### config.mk
export PLATFORM = sky130hd
export DESIGN_NAME = cau_div_stage
export DESIGN_NICKNAME = d
export VERILOG_FILES = /design/src/sv/cau_pkg.sv /design/src/sv/cau_div_stage.sv
export SDC_FILE = /design/constraint.sdc
export NUM_CORES = 1
export LEC_CHECK = 0
export ABC_AREA = 1
export BUFFER_PORTS_ARGS = -buffer_cell sky130_fd_sc_hd__buf_2
export CORE_MARGIN = 2
export CORE_UTILIZATION = 58
export DETAILED_ROUTE_END_ITERATION = 8
export HOLD_SLACK_MARGIN = 0.1
export PLACE_DENSITY = 0.88
export SLEW_MARGIN = 25
export SYNTH_ARGS = -nofsm -noshare
export SYNTH_HDL_FRONTEND = slang
export SYNTH_SLANG_ARGS = --single-unit
### constraint.sdc
create_clock -name clk -period 4.4 [get_ports clk]
set_clock_uncertainty 0.1 [all_clocks]
set_input_delay 0.44 -clock clk [delete_from_list [all_inputs] [get_ports clk]]
set_output_delay 0.44 -clock clk [all_outputs]
set_load 0.02 [all_outputs]
### src/sv/cau_pkg.sv
// Shared types, operation codes and default widths for the complex arithmetic unit.
package cau_pkg;

  localparam int DATA_WIDTH_DEF = 16;
  localparam int FRAC_BITS_DEF  = 8;

  typedef logic [1:0] mode_t;

  localparam mode_t MODE_ADD = 2'd0;
  localparam mode_t MODE_SUB = 2'd1;
  localparam mode_t MODE_MUL = 2'd2;
  localparam mode_t MODE_DIV = 2'd3;

  // control riding along the front pipeline
  typedef struct packed {
    logic  valid;
    mode_t mode;
  } ctl_t;

  // flags riding along the divider stages
  typedef struct packed {
    logic valid;
    logic is_div;
    logic dz;
    logic dir_clip;
    logic neg_re;
    logic neg_im;
    logic ovf_re;
    logic ovf_im;
  } side_t;

endpackage

### src/sv/cau_div_stage.sv
// One restoring-division step: resolves one quotient bit, registered.
module cau_div_stage import cau_pkg::*; #(
  parameter int DW   = DATA_WIDTH_DEF,
  parameter int MW   = 3 * DATA_WIDTH_DEF + 1,
  parameter int STEP = 0
) (
  input  logic              clk,
  input  logic [MW-1:0]     rem_i,
  input  logic [DW-1:0]     q_i,
  input  logic [2*DW-1:0]   dvs_i,
  output logic [MW-1:0]     rem_o,
  output logic [DW-1:0]     q_o
);

  logic [MW-1:0] cmp;
  logic          ge;
  logic [MW-1:0] rem_nxt;
  logic [DW-1:0] q_nxt;

  always_comb begin
    cmp     = MW'(dvs_i) << STEP;
    ge      = (rem_i >= cmp);
    rem_nxt = ge ? (rem_i - cmp) : rem_i;
    q_nxt   = q_i;
    q_nxt[STEP] = ge;
  end

  always_ff @(posedge clk) begin
    rem_o <= rem_nxt;
    q_o   <= q_nxt;
  end

endmodule

Word-level counts from Yosys, hierarchy flattened
Index checks and enable logic that the tools add are counted.
{"block": "totals", "in_bits": 98, "ram_bits": 0, "regBits": 65, "out_inout_bits": 65, "n_memories": 0, "latchBits": 0, "romBits": 0, "word_cells": 5}
{"block": "classes", "n_eq_ne": 0, "shifts": 0, "div": 0, "n_mux": 1, "mul": 0, "addsub": 1, "n_reduce_logical": 0, "n_lt_le_gt_ge": 1, "n_bitwise": 0}
{"op": "$ge 49x32->1", "count": 1}
{"op": "$mux 49", "count": 1}
{"op": "$sub 49x32->49", "count": 1}

Logic depth before layout (Yosys ltp)
{"block": "logic_depth", "depth_word": 2, "ltp_mapped": 17, "mapped_depth_nobuf": 16}

Worst setup path after synthesis
OpenSTA, ideal clock, no wires.
{"block": "synth_timing", "kind": "in2reg", "startpoint": "input dvs_i[20]", "endpoint": "register rem_o[14]", "required_ns": 4.182, "path_stages": 15, "setup_time_ns": 0.118, "arrival_ns": 1.938, "path_buffers": 2, "setup_slack_ns": 2.244, "path_cell_list": "inv_1 -> ha_1 -> nand2_1 -> nor2_2 -> nand2_2 -> nor2_4 -> nand3_1 -> nand2_2 -> nor2_4 -> nand2_4 -> inv_2 -> buf_6 -> buf_6 -> nand2_1 -> o21ai_2"}
{"block": "synth_via", "elab_chain_cells": 2}
{"item": "start, declared", "line_no": "cau_div_stage.sv:10", "rtl": "input logic [2*DW-1:0] dvs_i,"}
{"item": "$ge 49x32->1", "line_no": "cau_div_stage.sv:22", "rtl": "ge = (rem_i >= cmp);"}
{"item": "$mux 49", "line_no": "cau_div_stage.sv:23", "rtl": "rem_nxt = ge ? (rem_i - cmp) : rem_i;"}
{"item": "net rem_nxt[14]", "line_no": "cau_div_stage.sv:17", "rtl": "logic [MW-1:0] rem_nxt;"}
{"item": "end signal, assigned", "line_no": "cau_div_stage.sv:29", "rtl": "rem_o <= rem_nxt;"}
{"item": "end, declared", "line_no": "cau_div_stage.sv:11", "rtl": "output logic [MW-1:0] rem_o,"}
The timed path passes the listed nets, and every way through them passes these cells.

Final worst setup path
{"block": "layout_timing", "startpoint": "input rem_i[6]", "endpoint": "register rem_o[0]"}
{"block": "layout_via", "elab_chain_cells": 2}
{"item": "start, declared", "line_no": "cau_div_stage.sv:8", "rtl": "input logic [MW-1:0] rem_i,"}
{"item": "$ge 49x32->1", "line_no": "cau_div_stage.sv:22"}
{"item": "$mux 49", "line_no": "cau_div_stage.sv:23"}
{"item": "net rem_nxt[0]", "line_no": "cau_div_stage.sv:17"}
The timed path passes the listed nets, and every way through them passes these cells.

==> reports/summary.txt <==
================================================================================
Worst setup SP type                                                 primary input
Top library cells by usage in the layout, fill and taps aside       sky130_fd_sc_hd__nand2_1 (395), sky130_fd_sc_hd__inv_1 (214), sky130_fd_sc_hd__buf_2 (161)
Via count of the first global-routing pass                                 5,999
Count of boundary I/O pins                                                   163
Standard-cell rows                                                            36
Effective utilization at floorplan                                         0.595
Run status                                                          finished clean
Horizontal extent of the die                                              104 um
Layout cells sized above 1                                                 0.222
Worst slew margin                                                          0.569
Clk sinks                                                                     65
Worst EP arrival                                                         2980 ps
Count of fill cells added during filler insertion                            907
DR iter-0 viols                                                              385
CP Capture Type                                                             flop
Kind of critical path                                               primary input to flop
Number of different library cells in the post-synthesis netlist               29
Total number of yosys warnings                                                 0
Number of vias after detailed routing                                      6,513
Sum of negative setup slack                                                 0 ps
Least-Margin Pin Slew                                                     645 ps
Remaining routing DRC violations                                               0
GRT overflow                                                                   0
Vert. Die Dim                                                             104 um
Antenna-violating nets left                                                    0
Iteration count of the initial detailed-routing pass                           5
Total Die Area                                                       10,800 um^2
Worst-case vdd ir drop                                                    193 uV
Highest fanout seen on the critical path                                      35
Number of instances in the synthesized netlist                             1,015
GP Congestion                                                              0.978
Average detailed-routed wire length per instance                         13.2 um
Kind of path behind the tightest hold check                         primary input to flop
Area of the core                                                       9730 um^2
Hold path depth                                                                1
Number of buffer cells added on primary ports                                161
Diode insertion count for antenna repair                                       0
Post-DP HPWL                                                           14,400 um
Number of hold violations in the final report                                  0
Number of clock buffers inserted by TritonCTS                                  9
Final number of setup-violating endpoints                                      0
Most common library cell in the layout ignoring fill and taps       sky130_fd_sc_hd__nand2_1
Sequential fraction of the synthesis area                                  0.225
First-pass GRT wire length                                             28,200 um
Largest net degree at the start of global routing                             36
Total wire length after detailed routing                               17,600 um
Crit path required time                                                  4590 ps
FF/Latch Area                                                          1300 um^2
Number of register bits inferred by synthesis                                 65
Area of combinational cells with multiple inputs                       3530 um^2
Number of buffers on the longest clock path                                    2
Synth-to-Final Area Change                                                 21.7%
Resize count post-CTS                                                          0
Clk slew on worst S/H paths                                                70 ps
Mapped cell area                                                       5790 um^2
Setup repair bufs after CTS                                                    0
Max-cap viol count                                                             0
CTS HTree Levels                                                               3
Post-route minimum period                                                2790 ps
Global Route Usage Sum                                                     0.327
HP Start                                                                 q_i[10]
Power Density                                                        278 nW/um^2
Final number of max-transition violations                                      0
Clock tree root driver cell                                         sky130_fd_sc_hd__clkbuf_8
CTS tree                                                                   built
Mapped Nets                                                                1,146
Number of antenna violations at the first check in global routing              0
Leak                                                                     4.15 nW
Max frequency                                                            358 MHz
Post-synthesis area per instance                                       5.70 um^2
RSZ-0062 raised after global routing                                          no
Ratio of final minimum period to clock period                              0.634
Final nets                                                                 1,325
WHS Endpoint                                                             q_o[10]
Ratio of routed vias to standard cells                                      4.89
Overall power                                                            1.96 mW
================================================================================
-- worst max-delay path, stage by stage --
cell and delay (ps):
sky130_fd_sc_hd__buf_2 110, sky130_fd_sc_hd__ha_1 340, sky130_fd_sc_hd__nand2_1 90, sky130_fd_sc_hd__nand2_1 80
sky130_fd_sc_hd__nand2_1 60, sky130_fd_sc_hd__nand2_1 100, sky130_fd_sc_hd__inv_1 80, sky130_fd_sc_hd__nand3_2 140
sky130_fd_sc_hd__nand2_1 110, sky130_fd_sc_hd__nand2_2 90, sky130_fd_sc_hd__nand2_4 130, sky130_fd_sc_hd__nand2_4 160
sky130_fd_sc_hd__inv_2 510, sky130_fd_sc_hd__buf_12 320, sky130_fd_sc_hd__nand2_1 120, sky130_fd_sc_hd__o21ai_2 60
-- registers in the layout, indices dropped and copies added, names as in the netlist --
name	count
q_o	16
rem_o	49
-- worst max path at each step --
stage	from	endpoint	slack, ps	cells past startpoint
final	rem_i[6]	rem_o[0]	1610	16
after global placement	rem_i[7]	rem_o[2]	1310	16
after floorplan	dvs_i[20]	rem_o[14]	2240	15
after detailed placement	rem_i[6]	rem_o[0]	1280	16
after CTS	rem_i[6]	rem_o[0]	1650	16
after global routing	rem_i[6]	rem_o[0]	1430	16
-- metrics by stage --
stage               instances  hold slack, ps  setup WS, ps  instance area (um^2)   util
finish                   1332             115          1610                  7040  0.724
global route             1332             105          1430                  7040  0.724
CTS                      1332             107          1650                  7040  0.724
detailed placement       1302             444          1280                  6700  0.689
global placement         1302             442          1310                  6700  0.689
floorplan                1015             368          2240                  5790      -
-- where the power goes --
group,switching (mW),internal (mW)
registers,0.0165,0.667
clock network,0.268,0.266
logic,0.478,0.265
-- cell type report --
cell class                      count  area share
Multi-Input combinational cell    708       0.501
Sequential cell                    65       0.185
Timing Repair Buffer              176       0.137
Inverter                          234       0.125
Tap cell                          133      0.0236
Clock buffer                        9      0.0176
Clock inverter                      7      0.0110
-- what timing repair did --
item | in CTS | in global routing
hold buffers | 14 | 0
endpoints found under the setup margin | 0 | 0
endpoints found under the hold margin | 14 | 0
-- routing by layer --
| metal | GRT usage | vias to the layer above | share of wire |
|---|---|---|---|
| li1 | - | 3393 | - |
| met1 | 0.420 | 2845 | 0.44 |
| met2 | 0.550 | 242 | 0.47 |
| met3 | 0.0602 | 33 | 0.067 |
| met4 | 0.114 | 0 | 0.024 |
| met5 | 0 | - | 0 |
-- cells by family (layout without fill, tap and decap cells) --
logic type      after synthesis  in the layout  share of synthesized area
buf+inv                     242            426                      0.165
fa+ha+maj                    33             33                     0.0726
simple gates                605            605                      0.446
flops                        65             65                      0.225
compound gates               52             52                     0.0644
xor+xnor                     18             18                     0.0272
-- cells in the mapped netlist, drive strengths merged --
cell,count,area (um^2)
fa,1,20.0
dfxtp,65,1300
o21ai,22,166
buf,8,77.6
nand3,59,300
nand3b,10,75.1
clkinv,1,3.75
nand2,417,1630
inv,233,875
xnor2,15,131
nor3,7,46.3
xor2,3,26.3
a21oi,30,206
and2,2,12.5
nand4,20,125
nor2,89,384
ha,32,400
or2,1,6.26
(Power assumes the default switching activity.)
